**src/hw/rtl/rbs_pkg.sv**
```systemverilog
// shared types and constants for the ray versus box slab test
package rbs_pkg;

    localparam int QBITS    = 33;   // quotient bits resolved by the divider chain
    localparam int N_AXES   = 3;
    localparam int LANES    = 6;    // near and far division per axis
    localparam int LATENCY  = 40;   // accept edge to result edge

    typedef logic signed [34:0] t_slab;

    // one division in flight through the cell chain
    typedef struct packed {
        logic [31:0]       rem;
        logic [QBITS-1:0]  num;
        logic [QBITS-1:0]  quo;
        logic              neg;
        logic              sat;
    } t_div_lane;

    typedef struct packed {
        logic        done;
        logic        hit;
        logic [30:0] entry;
        logic [2:0]  code;
    } t_res;

    // face codes
    localparam logic [2:0] NC_INSIDE = 3'd0;
    localparam logic [2:0] NC_NEG_X  = 3'd1;
    localparam logic [2:0] NC_POS_X  = 3'd2;
    localparam logic [2:0] NC_NEG_Y  = 3'd3;
    localparam logic [2:0] NC_POS_Y  = 3'd4;
    localparam logic [2:0] NC_NEG_Z  = 3'd5;
    localparam logic [2:0] NC_POS_Z  = 3'd6;

    localparam logic [2:0] FACE_MINUS [N_AXES] = '{NC_NEG_X, NC_NEG_Y, NC_NEG_Z};
    localparam logic [2:0] FACE_PLUS  [N_AXES] = '{NC_POS_X, NC_POS_Y, NC_POS_Z};

    // configuration register indexes
    localparam logic [2:0] REG_ORIGIN_X     = 3'd0;
    localparam logic [2:0] REG_ORIGIN_Y     = 3'd1;
    localparam logic [2:0] REG_ORIGIN_Z     = 3'd2;
    localparam logic [2:0] REG_DIR_X        = 3'd3;
    localparam logic [2:0] REG_DIR_Y        = 3'd4;
    localparam logic [2:0] REG_DIR_Z        = 3'd5;
    localparam logic [2:0] REG_MAX_DISTANCE = 3'd6;
    localparam logic [2:0] REG_BOX_PADDING  = 3'd7;

endpackage

```
**src/hw/rtl/rbs_slab_merge.sv**
```systemverilog
// orders slab parameters, merges axes and forms the result
module rbs_slab_merge (
    input  logic                 i_clk,
    input  logic                 i_rst_n,
    input  logic                 i_vld,
    input  logic                 i_kill,
    input  rbs_pkg::t_slab       i_t [rbs_pkg::LANES],
    input  logic [2:0]           i_skip,
    input  logic signed [31:0]   i_maxd,
    input  logic                 i_degen,
    output rbs_pkg::t_res        o_res
);

    rbs_pkg::t_slab r_near [rbs_pkg::N_AXES];
    rbs_pkg::t_slab r_far  [rbs_pkg::N_AXES];
    logic [2:0]     r_face [rbs_pkg::N_AXES];
    logic           r_vld1;
    logic           r_kill1;

    rbs_pkg::t_slab r_entry;
    rbs_pkg::t_slab r_exit;
    logic [2:0]     r_code;
    logic           r_vld2;
    logic           r_kill2;

    rbs_pkg::t_slab n_entry;
    rbs_pkg::t_slab n_exit;
    logic [2:0]     n_code;
    rbs_pkg::t_res  n_res;
    rbs_pkg::t_res  r_res;
    rbs_pkg::t_slab w_maxd;
    logic           w_hit;

    assign w_maxd = rbs_pkg::t_slab'(i_maxd);

    // order near and far per axis; equal values keep the minus face
    always_ff @(posedge i_clk) begin
        for (int a = 0; a < rbs_pkg::N_AXES; a++) begin
            if (i_t[2*a] > i_t[2*a+1]) begin
                r_near[a] <= i_t[2*a+1];
                r_far[a]  <= i_t[2*a];
                r_face[a] <= rbs_pkg::FACE_PLUS[a];
            end else begin
                r_near[a] <= i_t[2*a];
                r_far[a]  <= i_t[2*a+1];
                r_face[a] <= rbs_pkg::FACE_MINUS[a];
            end
        end
        r_kill1 <= i_kill;
    end

    // latest entry, earliest exit, first axis wins a tie
    always_comb begin
        n_entry = '0;
        n_exit  = w_maxd;
        n_code  = rbs_pkg::NC_INSIDE;
        for (int a = 0; a < rbs_pkg::N_AXES; a++) begin
            if (!i_skip[a]) begin
                if (r_near[a] > n_entry) begin
                    n_entry = r_near[a];
                    n_code  = r_face[a];
                end
                if (r_far[a] < n_exit) begin
                    n_exit = r_far[a];
                end
            end
        end
    end

    always_ff @(posedge i_clk) begin
        r_entry <= n_entry;
        r_exit  <= n_exit;
        r_code  <= n_code;
        r_kill2 <= r_kill1;
    end

    always_comb begin
        w_hit = r_vld2 && !r_kill2 && !i_degen && (i_maxd > 32'sd0) &&
                (r_entry <= r_exit) && (r_entry <= w_maxd);
        n_res.done  = r_vld2;
        n_res.hit   = w_hit;
        n_res.entry = w_hit ? r_entry[30:0] : '0;
        n_res.code  = w_hit ? r_code : rbs_pkg::NC_INSIDE;
    end

    always_ff @(posedge i_clk) begin
        if (!i_rst_n) begin
            r_vld1 <= 1'b0;
            r_vld2 <= 1'b0;
            r_res  <= '0;
        end else begin
            r_vld1 <= i_vld;
            r_vld2 <= r_vld1;
            r_res  <= n_res;
        end
    end

    assign o_res = r_res;

endmodule

```
**config.mk**
```make
export PLATFORM = sky130hd
export DESIGN_NAME = rbs_slab_merge
export DESIGN_NICKNAME = d
export VERILOG_FILES = /design/src/hw/rtl/rbs_pkg.sv /design/src/hw/rtl/rbs_slab_merge.sv
export SDC_FILE = /design/constraint.sdc
export NUM_CORES = 1
export LEC_CHECK = 0
export BUFFER_PORTS_ARGS = -buffer_cell sky130_fd_sc_hd__buf_2
export CAP_MARGIN = 25
export CORE_ASPECT_RATIO = 0.5
export CORE_MARGIN = 2
export CORE_UTILIZATION = 55
export DETAILED_ROUTE_END_ITERATION = 10
export PLACE_DENSITY = 0.77
export SLEW_MARGIN = 5
export SYNTH_ARGS = -nofsm -noshare
export SYNTH_HDL_FRONTEND = slang
export SYNTH_SLANG_ARGS = --single-unit
```
**constraint.sdc**
```tcl
create_clock -name i_clk -period 13.75 [get_ports i_clk]
set_clock_uncertainty 0.05 [all_clocks]
set_input_delay 2.75 -clock i_clk [delete_from_list [all_inputs] [get_ports i_clk]]
set_output_delay 2.75 -clock i_clk [all_outputs]
set_load 0.02 [all_outputs]
```
* Word level (Yosys, flattened, before mapping)
Memories as Yosys holds them, arrays and structs flattened.
Index checks and enable logic that the tools add are counted.
** Cells by class
- $lt $le $gt $ge :: 12
- Muxes and demuxes :: 36
- Bitwise operators :: 9
- Reductions and logical operators :: 8
** Operators by type and width (count)
- $mux 35 :: 18
- $gt 35x35->1 :: 5
- $lt 35x35->1 :: 2
- $gt 35x1->1 const B :: 1
- $le 35x32->1 :: 1
- $le 35x35->1 :: 1
- $lt 35x32->1 :: 1
- $gt 32x1->1 const B :: 1
- $mux 3 :: 9
- $mux 1 :: 9
- $or 1x1->1 :: 9
- $logic_and 1x1->1 :: 5
- $logic_not 1->1 :: 2
- $reduce_and 2->1 :: 1
** Storage, ports and cells
- Register bits :: 113
- RAM bits :: 219
- Input port bits :: 250
- Output and inout bits :: 36
- Logic and storage cells :: 79
- Memories :: 3
** Memory list
- r_far :: depth 3, width 35, rd ports 3, clocked after memory_dff 0, wr ports 3, RTL line rbs_slab_merge.sv:15 : rbs_pkg::t_slab r_far [rbs_pkg::N_AXES];
- r_near :: depth 3, width 35, rd ports 3, clocked after memory_dff 0, wr ports 3, RTL line rbs_slab_merge.sv:14 : rbs_pkg::t_slab r_near [rbs_pkg::N_AXES];
- r_face :: depth 3, width 3, rd ports 3, clocked after memory_dff 0, wr ports 3, RTL line rbs_slab_merge.sv:16 : logic [2:0] r_face [rbs_pkg::N_AXES];

* Logic depth before layout (Yosys ltp)
Gate-level depths: netlist (run 1).
- Word-level depth :: 9
- Depth in mapped cells :: 39
- Mapped depth without buffers :: 34

* Worst setup path after synthesis (run 1)
Ideal clock, no wire load.
- Kind :: in2reg
- Start :: input i_maxd[4]
- End :: register r_exit[6]
- Setup time :: 72 ps
- Data arrival time :: 10557 ps
- Required time :: 13628 ps
- Setup slack :: 3071 ps
- Stages on the path :: 37
- Path buffers :: 5
- Cells stage by stage :: inv_1 -> ha_1 -> a21o_1 -> a221o_1 -> a311oi_1 -> o211ai_1 -> a31oi_1 -> mux2i_1 -> buf_4 -> buf_1 -> mux2i_1 -> ha_1 -> a21o_1 -> a21o_1 -> a21oi_1 -> nor2_1 -> a2111oi_0 -> o2111ai_1 -> a21oi_1 -> clkbuf_1 -> clkbuf_1 -> nand2_1 -> o21ai_0 -> ha_1 -> a21o_1 -> a21o_1 -> a21o_1 -> a21o_1 -> a21o_1 -> a21oi_1 -> o221ai_1 -> a2111oi_0 -> a21o_1 -> a21oi_1 -> a21oi_4 -> buf_6 -> mux2i_1
** Between the ends
- Longest elaborated chain between the ends :: 9
** RTL lines
- start, declared :: RTL line rbs_slab_merge.sv:9 : input logic signed [31:0] i_maxd,
- $lt 35x32->1 :: RTL line rbs_slab_merge.sv:63 : if (r_far[a] < n_exit) begin
- $mux 35 :: RTL line rbs_slab_merge.sv:63
- $mux 35 (*) :: RTL line rbs_slab_merge.sv:58 : if (!i_skip[a]) begin
- $lt 35x35->1 :: RTL line rbs_slab_merge.sv:63
- $mux 35 :: RTL line rbs_slab_merge.sv:63
- $mux 35 (*) :: RTL line rbs_slab_merge.sv:58
- $lt 35x35->1 :: RTL line rbs_slab_merge.sv:63
- $mux 35 :: RTL line rbs_slab_merge.sv:63
- $mux 35 (*) :: RTL line rbs_slab_merge.sv:58
- via n_exit[6] :: RTL line rbs_slab_merge.sv:27 : rbs_pkg::t_slab n_exit;
- end signal, assigned :: RTL line rbs_slab_merge.sv:72 : r_exit <= n_exit;
- end, declared :: RTL line rbs_slab_merge.sv:21 : rbs_pkg::t_slab r_exit;
The timed path passes the listed nets; every way through them passes the cells marked *.
A chain may end at the register's enable or synchronous reset.

* Worst setup path after layout (run 1)
Same ends and word-level chain as after synthesis.

==> results.sh, run 1 <==
export IMPL_h_tree_depth=1
export IMPL_fmax_ghz=0.0809
export IMPL_crit_buf_inv=3
export IMPL_start_util=0.561
export IMPL_hold_viol=0
export IMPL_synth_area_um2=20300
export IMPL_grt_ovfl_total=0
export IMPL_synthMostInstantiatedCell="ha_1"
export IMPL_min_path_type="reg -> reg"
export IMPL_cp_slowest_cell="a2111oi_0"
export IMPL_setup_tns_ns=0
export IMPL_async_flop_share=0
export IMPL_root_buffer="clkbuf_16"
export IMPL_grt_use_met1=0.443
export IMPL_fin_cells=2867
export IMPL_final_area_um2=23400
export IMPL_place_area_um2=22300
export IMPL_worstHoldPathCells=0
export IMPL_tightest_slew_ns=1.15
export IMPL_powerDensity_nw_per_um2=146
export IMPL_rsz0062_at_grt="no"
export IMPL_crit_type="in -> reg"
export IMPL_ys_seq_elements=329
export IMPL_place_hpwl_um=50400
export IMPL_synth_common_cells="ha_1 (345), dfxtp_1 (329), inv_1 (284)"
export IMPL_irDropWorstVdd_uv=101
export IMPL_grt_pass1_vias=15700
export IMPL_cts_hold_buf=0
export IMPL_cp_required_ns=14.20
export IMPL_synth_top_area_cell="dfxtp_1"
export IMPL_post_cts_setup_buffer_count=0
export IMPL_grt_busiest_layer="met2"
export IMPL_placed_cells=2809
export IMPL_cp_common_cell="a21o_1"
export IMPL_dieArea_um2=38500
export IMPL_grt_max_degree=67
export IMPL_dr_total_vias=16200
export IMPL_first_iter_violations=1165
export IMPL_core_area_um2=36100
export IMPL_r2r_cells=32
export IMPL_synth_flop_cell="dfxtp_1"
export IMPL_p_leak_nw=12.2
export IMPL_maxSlewViolCount=0
export IMPL_worstReg2RegStart="r_far[0][4]$_DFF_P_"
export IMPL_antenna_found_initial=1
export IMPL_grt_use_total=0.312
export IMPL_areaGrowthSynthToFinish_pct=15.6
export IMPL_grtUsageMet3=0.0476
export IMPL_drc=0
export IMPL_ys_warn_count=0
export IMPL_cts_tree="done"
export IMPL_setup_ws_ns=1.39
export IMPL_io_buffers=285
export IMPL_cp_arrival_ns=12.80
export IMPL_avgSynthCellArea_um2=9.78
export IMPL_io_pins=286
export IMPL_fin_crit_sh=0.899
export IMPL_grtUsageMet2=0.492
export IMPL_synth_distinct_cells=57
export IMPL_syn_inst=2073
export IMPL_nets=2955
export IMPL_final_layout_size_suffix_gt1_frac=0.261
export IMPL_status="complete, no violations"
export IMPL_worst_slew_margin_rel=0.223
export IMPL_yosys_top_cells_area="dfxtp_1 (32%), ha_1 (21%), mux2_2 (14%), mux2i_1 (5.3%), inv_1 (5.3%)"
export IMPL_setup_violations=0
export IMPL_slowest_delay_ns=0.89
export IMPL_first_pass_iters=6
export IMPL_wl_per_cell_um=21.3
export IMPL_cts_made_buffers=30
export IMPL_cts_repair_resized=0
export IMPL_via_per_inst=5.67
export IMPL_synth_top_area_share=0.325
export IMPL_r2r_end="r_exit[6]$_DFF_P_"
export IMPL_fp_dieH_um=140
export IMPL_gp_congestion=0.997
export IMPL_r2r_setup_slack_ns=3.46
export IMPL_critPathMaxFanout=36
export IMPL_pre_cts_slack_ns=1.10
export IMPL_hp_start="r_kill1$_DFF_P_"
export IMPL_die_w_um=276
export IMPL_crit_family="compound AO/OA/AOI/OAI gates"
export IMPL_clockBufferDepth=3
export IMPL_insertion_delay_ns=0.59
export IMPL_clk_pin_slew_ns=0.07
export IMPL_grt_pass1_wl_um=91000
export IMPL_fin_util=0.649
export IMPL_syn_num_nets=2668
export IMPL_row_count=49
export IMPL_worst_setup_path_end_kind="flip-flop"
export IMPL_synth_edf_count=0
export IMPL_worstSetupStartpointType="input pin"
export IMPL_wl_um=61000
export IMPL_min_period_ns=12.36
export IMPL_yosysSeqAreaShare=0.325
export IMPL_maxCapViolCount=0
export IMPL_cts_sinks=329
export IMPL_min_to="r_kill2$_DFF_P_"
export IMPL_ant_nets=0
export IMPL_insertedDiodeCount=0
==> flip-flops by register name, indices dropped and copies added (netlist names) <==
register and count:
r_vld2 1, r_vld1 1, r_kill1 1, r_far 105, r_face 6, r_entry 35, r_kill2 1, r_exit 35
r_near 105, o_res 36, r_code 3
==> per-layer routing <==
| layer | part of all wire | vias to the layer above |
|---|---|---|
| met2 | 0.44 | 573 |
| met3 | 0.077 | 117 |
| met4 | 0.030 | 0 |
| met5 | 0 | - |
| met1 | 0.45 | 7638 |
| li1 | - | 7915 |
==> power breakdown <==
group,switching [mW],internal (mW)
Clock,0.399,0.533
Sequential,0.139,1.13
Combinational,0.649,0.564
==> stage by stage <==
| stage | power, mW | hold slack (ns) |
|---|---|---|
| after global routing | 3.61 | 0.291 |
| after floorplan | 2.08 | 0.260 |
| after CTS | 3.39 | 0.282 |
| final | 3.42 | 0.281 |
| after detailed placement | 2.47 | 0.266 |
| after global placement | 2.44 | 0.263 |
==> layout make-up <==
cell class	count	area (um2)
Tap cell	484	606
Timing Repair Buffer	305	1600
Clock inverter	19	240
Inverter	284	1070
Sequential cell	329	6590
Multi-Input combinational cell	1410	12500
Fill cell	2914	12700
Clock buffer	36	845
==> worst max path at each step <==
stage	startpoint	end	slack, ns	depth (start not counted)
floorplan	i_maxd[4]	r_exit[6]$_DFF_P_	3.07	37
global placement	i_maxd[4]	r_exit[18]$_DFF_P_	1.50	34
detailed placement	i_maxd[4]	r_exit[6]$_DFF_P_	1.10	34
CTS	i_maxd[4]	r_exit[6]$_DFF_P_	1.62	34
global route	i_maxd[31]	r_exit[4]$_DFF_P_	0.83	34
finish	i_maxd[4]	r_exit[6]$_DFF_P_	1.39	34
==> layout by cell type (no fill, tap or decap), types with 3 or more instances in the layout <==
cell	Yosys	final
or2_2	4	4
dfxtp_1	329	329
nor2_1	38	38
a21boi_0	3	3
nor4_1	26	26
o211ai_1	4	4
nand2_1	89	89
ha_1	345	345
o21bai_1	3	3
nand3_1	24	24
nor3_1	12	11
clkinv_2	0	7
and4_1	4	4
and4b_1	3	3
clkbuf_8	0	6
clkinvlp_4	0	5
bufinv_16	0	5
buf_4	1	16
and2_1	37	37
a221o_1	4	4
a21o_1	102	101
o21a_1	42	42
nor2b_1	28	28
o21ai_0	72	71
a21oi_1	81	80
a211oi_1	6	6
mux2_1	6	6
nand2b_1	13	13
clkbuf_16	0	31
a2111oi_0	3	3
mux2_2	244	244
a31oi_1	4	3
buf_2	9	286
inv_1	284	284
mux2i_1	108	107
nand4_1	75	75
==> cells by family after synthesis <==
kind of cell / Yosys count / synth area share
AND/OR/NAND/NOR: 361 / 0.0950
multiplexers: 359 / 0.193
adder cells (fa/ha/maj): 345 / 0.213
AO/OA/AOI/OAI: 342 / 0.110
buffers and inverters: 334 / 0.0637
flip-flops: 329 / 0.325
XOR/XNOR: 2 / 0.000864
other: 1 / 0.000185
Power figures use the tool's default switching activity.
==> run 2, diff against run 1 <==
CELL_PAD_IN_SITES_DETAIL_PLACEMENT = 1   (was not set)
CELL_PAD_IN_SITES_GLOBAL_PLACEMENT = 1   (was not set)
CORE_UTILIZATION = 45   (was 55)
PLACE_DENSITY = not set   (was 0.77)
PLACE_DENSITY_LB_ADDON = 0.1   (was not set)
==> results.sh, run 2 (synthesis gave the netlist of run 1 again) <==
export IMPL_status="complete, no violations"
export IMPL_setup_violations=0
export IMPL_wl_um=62600
export IMPL_p_leak_nw=12.2
export IMPL_io_buffers=285
export IMPL_rsz0062_at_grt="no"
export IMPL_worst_slew_margin_rel=0.148
export IMPL_via_per_inst=5.34
export IMPL_place_area_um2=22400
export IMPL_worstSetupStartpointType="input pin"
export IMPL_dieArea_um2=46900
export IMPL_core_area_um2=44000
export IMPL_grt_pass1_wl_um=95100
export IMPL_min_period_ns=12.56
export IMPL_nets=2951
export IMPL_io_pins=286
export IMPL_r2r_setup_slack_ns=3.29
export IMPL_fin_crit_sh=0.914
export IMPL_hold_viol=0
export IMPL_insertion_delay_ns=0.61
export IMPL_start_util=0.461
export IMPL_register_area_um2=6590
export IMPL_final_layout_size_suffix_gt1_frac=0.260
export IMPL_grt_pass1_vias=16400
export IMPL_grt_use_total=0.264
export IMPL_die_w_um=304
export IMPL_fin_cells=2974
export IMPL_multi_input_area_um2=12500
export IMPL_grt_busiest_layer="met2"
export IMPL_cp_slowest_cell="a2111oi_0"
export IMPL_crit_type="in -> reg"
export IMPL_fmax_ghz=0.0796
export IMPL_cp_required_ns=14.23
export IMPL_setup_tns_ns=0
export IMPL_first_pass_iters=6
export IMPL_final_common_cell="ha_1"
export IMPL_post_cts_setup_buffer_count=0
export IMPL_grt_max_degree=73
export IMPL_clockBufferDepth=3
export IMPL_cts_hold_buf=0
export IMPL_whs_ns=0.280
export IMPL_place_hpwl_um=52300
export IMPL_tightest_slew_ns=1.28
export IMPL_cp_common_cell="a21o_1"
export IMPL_cp_arrival_ns=13.04
export IMPL_min_path_type="reg -> reg"
export IMPL_grt_ovfl_total=0
export IMPL_fp_dieH_um=154
export IMPL_gp_congestion=0.907
export IMPL_setup_ws_ns=1.19
export IMPL_irDropWorstVdd_uv=102
export IMPL_ant_nets=0
export IMPL_layout_common_cells="ha_1 (345), dfxtp_1 (329), buf_2 (286)"
export IMPL_maxSlewViolCount=0
export IMPL_placed_cells=2909
export IMPL_maxCapViolCount=0
export IMPL_h_tree_depth=1
export IMPL_grtUsageMet3=0.0360
export IMPL_cts_made_buffers=31
export IMPL_cts_sinks=329
export IMPL_critPathMaxFanout=48
export IMPL_cts_tree="done"
export IMPL_antenna_found_initial=5
export IMPL_grt_use_met1=0.357
export IMPL_slowest_delay_ns=0.97
export IMPL_cts_repair_resized=0
export IMPL_final_area_um2=23500
export IMPL_grtUsageMet2=0.450
export IMPL_row_count=54
export IMPL_clk_pin_slew_ns=0.07
export IMPL_areaGrowthSynthToFinish_pct=16.1
export IMPL_first_iter_violations=640
export IMPL_pre_cts_slack_ns=0.774
export IMPL_drc=0
export IMPL_wl_per_cell_um=21.1
export IMPL_root_buffer="clkbuf_16"
export IMPL_dr_total_vias=15900
export IMPL_fillerInstances=5018
export IMPL_powerDensity_nw_per_um2=145
export IMPL_worst_setup_path_end_kind="flip-flop"
-- run 2: final timing paths --
kind,cells past startpoint,startpoint,to
hold reg to reg,0,r_kill1$_DFF_P_,r_kill2$_DFF_P_
setup / recovery,35,i_maxd[4],r_exit[33]$_DFF_P_
setup reg to reg,33,r_far[0][4]$_DFF_P_,r_exit[33]$_DFF_P_
hold / removal,0,r_kill1$_DFF_P_,r_kill2$_DFF_P_
-- run 2: final cells by class --
class                           instances  share of cell area
Tap cell                              588              0.0313
Sequential cell                       329               0.280
Inverter                              284              0.0453
Clock inverter                         22              0.0104
Timing Repair Buffer                  300              0.0664
Clock buffer                           36              0.0355
Multi-Input combinational cell       1410               0.531
Antenna cell                            5            0.000532
-- run 2: power by group --
group / internal, mW / switching [mW] / leakage [nW]
Combinational: 0.572 / 0.666 / 8.94
Sequential: 1.13 / 0.120 / 2.76
Clock: 0.514 / 0.414 / 0.523
Total: 2.22 / 1.20 / 12.2
-- run 2: worst max-delay path, delay by kind of cell --
family,cells,cell delay (ns)
compound gates,22,6.14
buf+inv,5,1.49
mux,3,1.36
fa+ha+maj,3,0.89
simple gates,2,0.37
-- run 2: routing by layer --
metal | up-vias | wire length [um]
li1 | 7927 | -
met3 | 61 | 2280
met4 | 0 | 1150
met1 | 7666 | 29900
met5 | - | 0
met2 | 215 | 29300
-- run 2: through the flow --
stage	total power, mW	util
floorplan	2.08	-
global placement	2.44	0.509
detailed placement	2.49	0.510
CTS	3.43	0.534
global route	3.64	0.535
finish	3.42	0.535
==> run 3, diff against run 2 <==
SKIP_CTS_REPAIR_TIMING = 1   (was not set)
clock period = 11.9 ns   (was 13.75 ns; I/O delays follow)
==> results.sh, run 3 (synthesis gave the netlist of run 1 again) <==
export IMPL_cts_tree="done"
export IMPL_dieArea_um2=46900
export IMPL_power_mw=3.99
export IMPL_crit_type="in -> reg"
export IMPL_grt_ovfl_total=0
export IMPL_irDropWorstVdd_uv=117
export IMPL_cts_made_buffers=31
export IMPL_grt_pass1_wl_um=96900
export IMPL_cp_required_ns=12.36
export IMPL_cp_arrival_ns=11.50
export IMPL_h_tree_depth=1
export IMPL_worstReg2RegStart="r_far[0][4]$_DFF_P_"
export IMPL_wl_um=63000
export IMPL_place_hpwl_um=52600
export IMPL_via_per_inst=5.32
export IMPL_io_pins=286
export IMPL_core_area_um2=44000
export IMPL_worst_slew_margin_rel=0.245
export IMPL_cts_sinks=329
export IMPL_fillerInstances=5006
export IMPL_dr_total_vias=15800
export IMPL_tightest_slew_ns=1.12
export IMPL_grt_pass1_vias=16900
export IMPL_hold_viol=0
export IMPL_first_iter_violations=777
export IMPL_root_buffer="clkbuf_16"
export IMPL_drc=0
export IMPL_ant_nets=0
export IMPL_worst_setup_path_end_kind="flip-flop"
export IMPL_row_count=54
export IMPL_hp_start="r_kill1$_DFF_P_"
export IMPL_areaGrowthSynthToFinish_pct=16.5
export IMPL_setup_violations=0
export IMPL_grt_use_total=0.268
export IMPL_setup_tns_ns=0
export IMPL_fin_util=0.537
export IMPL_start_util=0.461
export IMPL_fp_dieH_um=154
export IMPL_clk_pin_slew_ns=0.07
export IMPL_clockBufferDepth=3
export IMPL_min_path_type="reg -> reg"
export IMPL_insertion_delay_ns=0.59
export IMPL_slowest_delay_ns=0.67
export IMPL_nets=2957
export IMPL_register_area_um2=6590
export IMPL_fmax_ghz=0.0906
export IMPL_rsz0062_at_grt="no"
export IMPL_cp_common_cell="a21o_1"
export IMPL_powerDensity_nw_per_um2=169
export IMPL_die_w_um=304
export IMPL_maxSlewViolCount=0
export IMPL_fin_crit_sh=0.928
export IMPL_maxCapViolCount=0
export IMPL_status="complete, no violations"
export IMPL_wl_per_cell_um=21.2
export IMPL_io_buffers=285
export IMPL_final_common_cell="ha_1"
export IMPL_multi_input_area_um2=12500
export IMPL_antenna_found_initial=4
export IMPL_gp_congestion=0.933
export IMPL_p_leak_nw=12.3
export IMPL_cp_slowest_cell="o2111ai_1"
export IMPL_first_pass_iters=5
export IMPL_final_layout_size_suffix_gt1_frac=0.261
export IMPL_grt_max_degree=73
export IMPL_critPathMaxFanout=20
export IMPL_worstSetupStartpointType="input pin"
export IMPL_min_period_ns=11.04
export IMPL_layout_common_cells="ha_1 (345), dfxtp_1 (329), buf_2 (286)"
export IMPL_crit_start="i_maxd[4]"
## run 3: metrics by stage
step | cell area, um2 | worst slack, ns | instances | hold WS [ns]
floorplan | 20300 | 1.59 | 2073 | 0.260
global placement | 22500 | 0.586 | 2916 | 0.262
detailed placement | 22500 | 0.227 | 2917 | 0.263
CTS | 23600 | 0.786 | 2975 | 0.281
global route | 23600 | 0.154 | 2976 | 0.287
finish | 23600 | 0.861 | 2976 | 0.283
## run 3: worst paths after layout
| check | to | slack [ns] | depth (start not counted) |
|---|---|---|---|
| max | r_exit[6]$_DFF_P_ | 0.86 | 35 |
| min | r_kill2$_DFF_P_ | 0.28 | 0 |
| max reg2reg | r_exit[6]$_DFF_P_ | 2.53 | 33 |
| min reg2reg | r_kill2$_DFF_P_ | 0.28 | 0 |
## run 3: critical path: cells and delay by family
family / cells / cell delay, ns
compound gates: 21 / 5.71
mux: 4 / 1.16
buf+inv: 5 / 0.93
fa+ha+maj: 3 / 0.82
simple gates: 2 / 0.45
## run 3: final cells by class
class / count / share of cell area
diodes: 1 / 0.000106
clock buffers: 40 / 0.0364
clock inverters: 18 / 0.0104
inverters: 284 / 0.0451
multi-input cells: 1410 / 0.529
flip-flops and latches: 329 / 0.279
well taps: 588 / 0.0312
repair buffers: 306 / 0.0686
## run 3: where the power goes
| part | switching [mW] | internal [mW] |
|---|---|---|
| sequential | 0.140 | 1.31 |
| combinational | 0.774 | 0.675 |
| clock | 0.470 | 0.623 |
| total | 1.38 | 2.61 |
## run 3: routing by layer
layer,track usage,vias up,wire [um],share of wire
met4,0.0625,2,1460,0.023
li1,-,7912,-,-
met5,0,-,12,0.00019
met1,0.355,7606,29600,0.47
met3,0.0436,71,2510,0.040
met2,0.460,232,29400,0.47
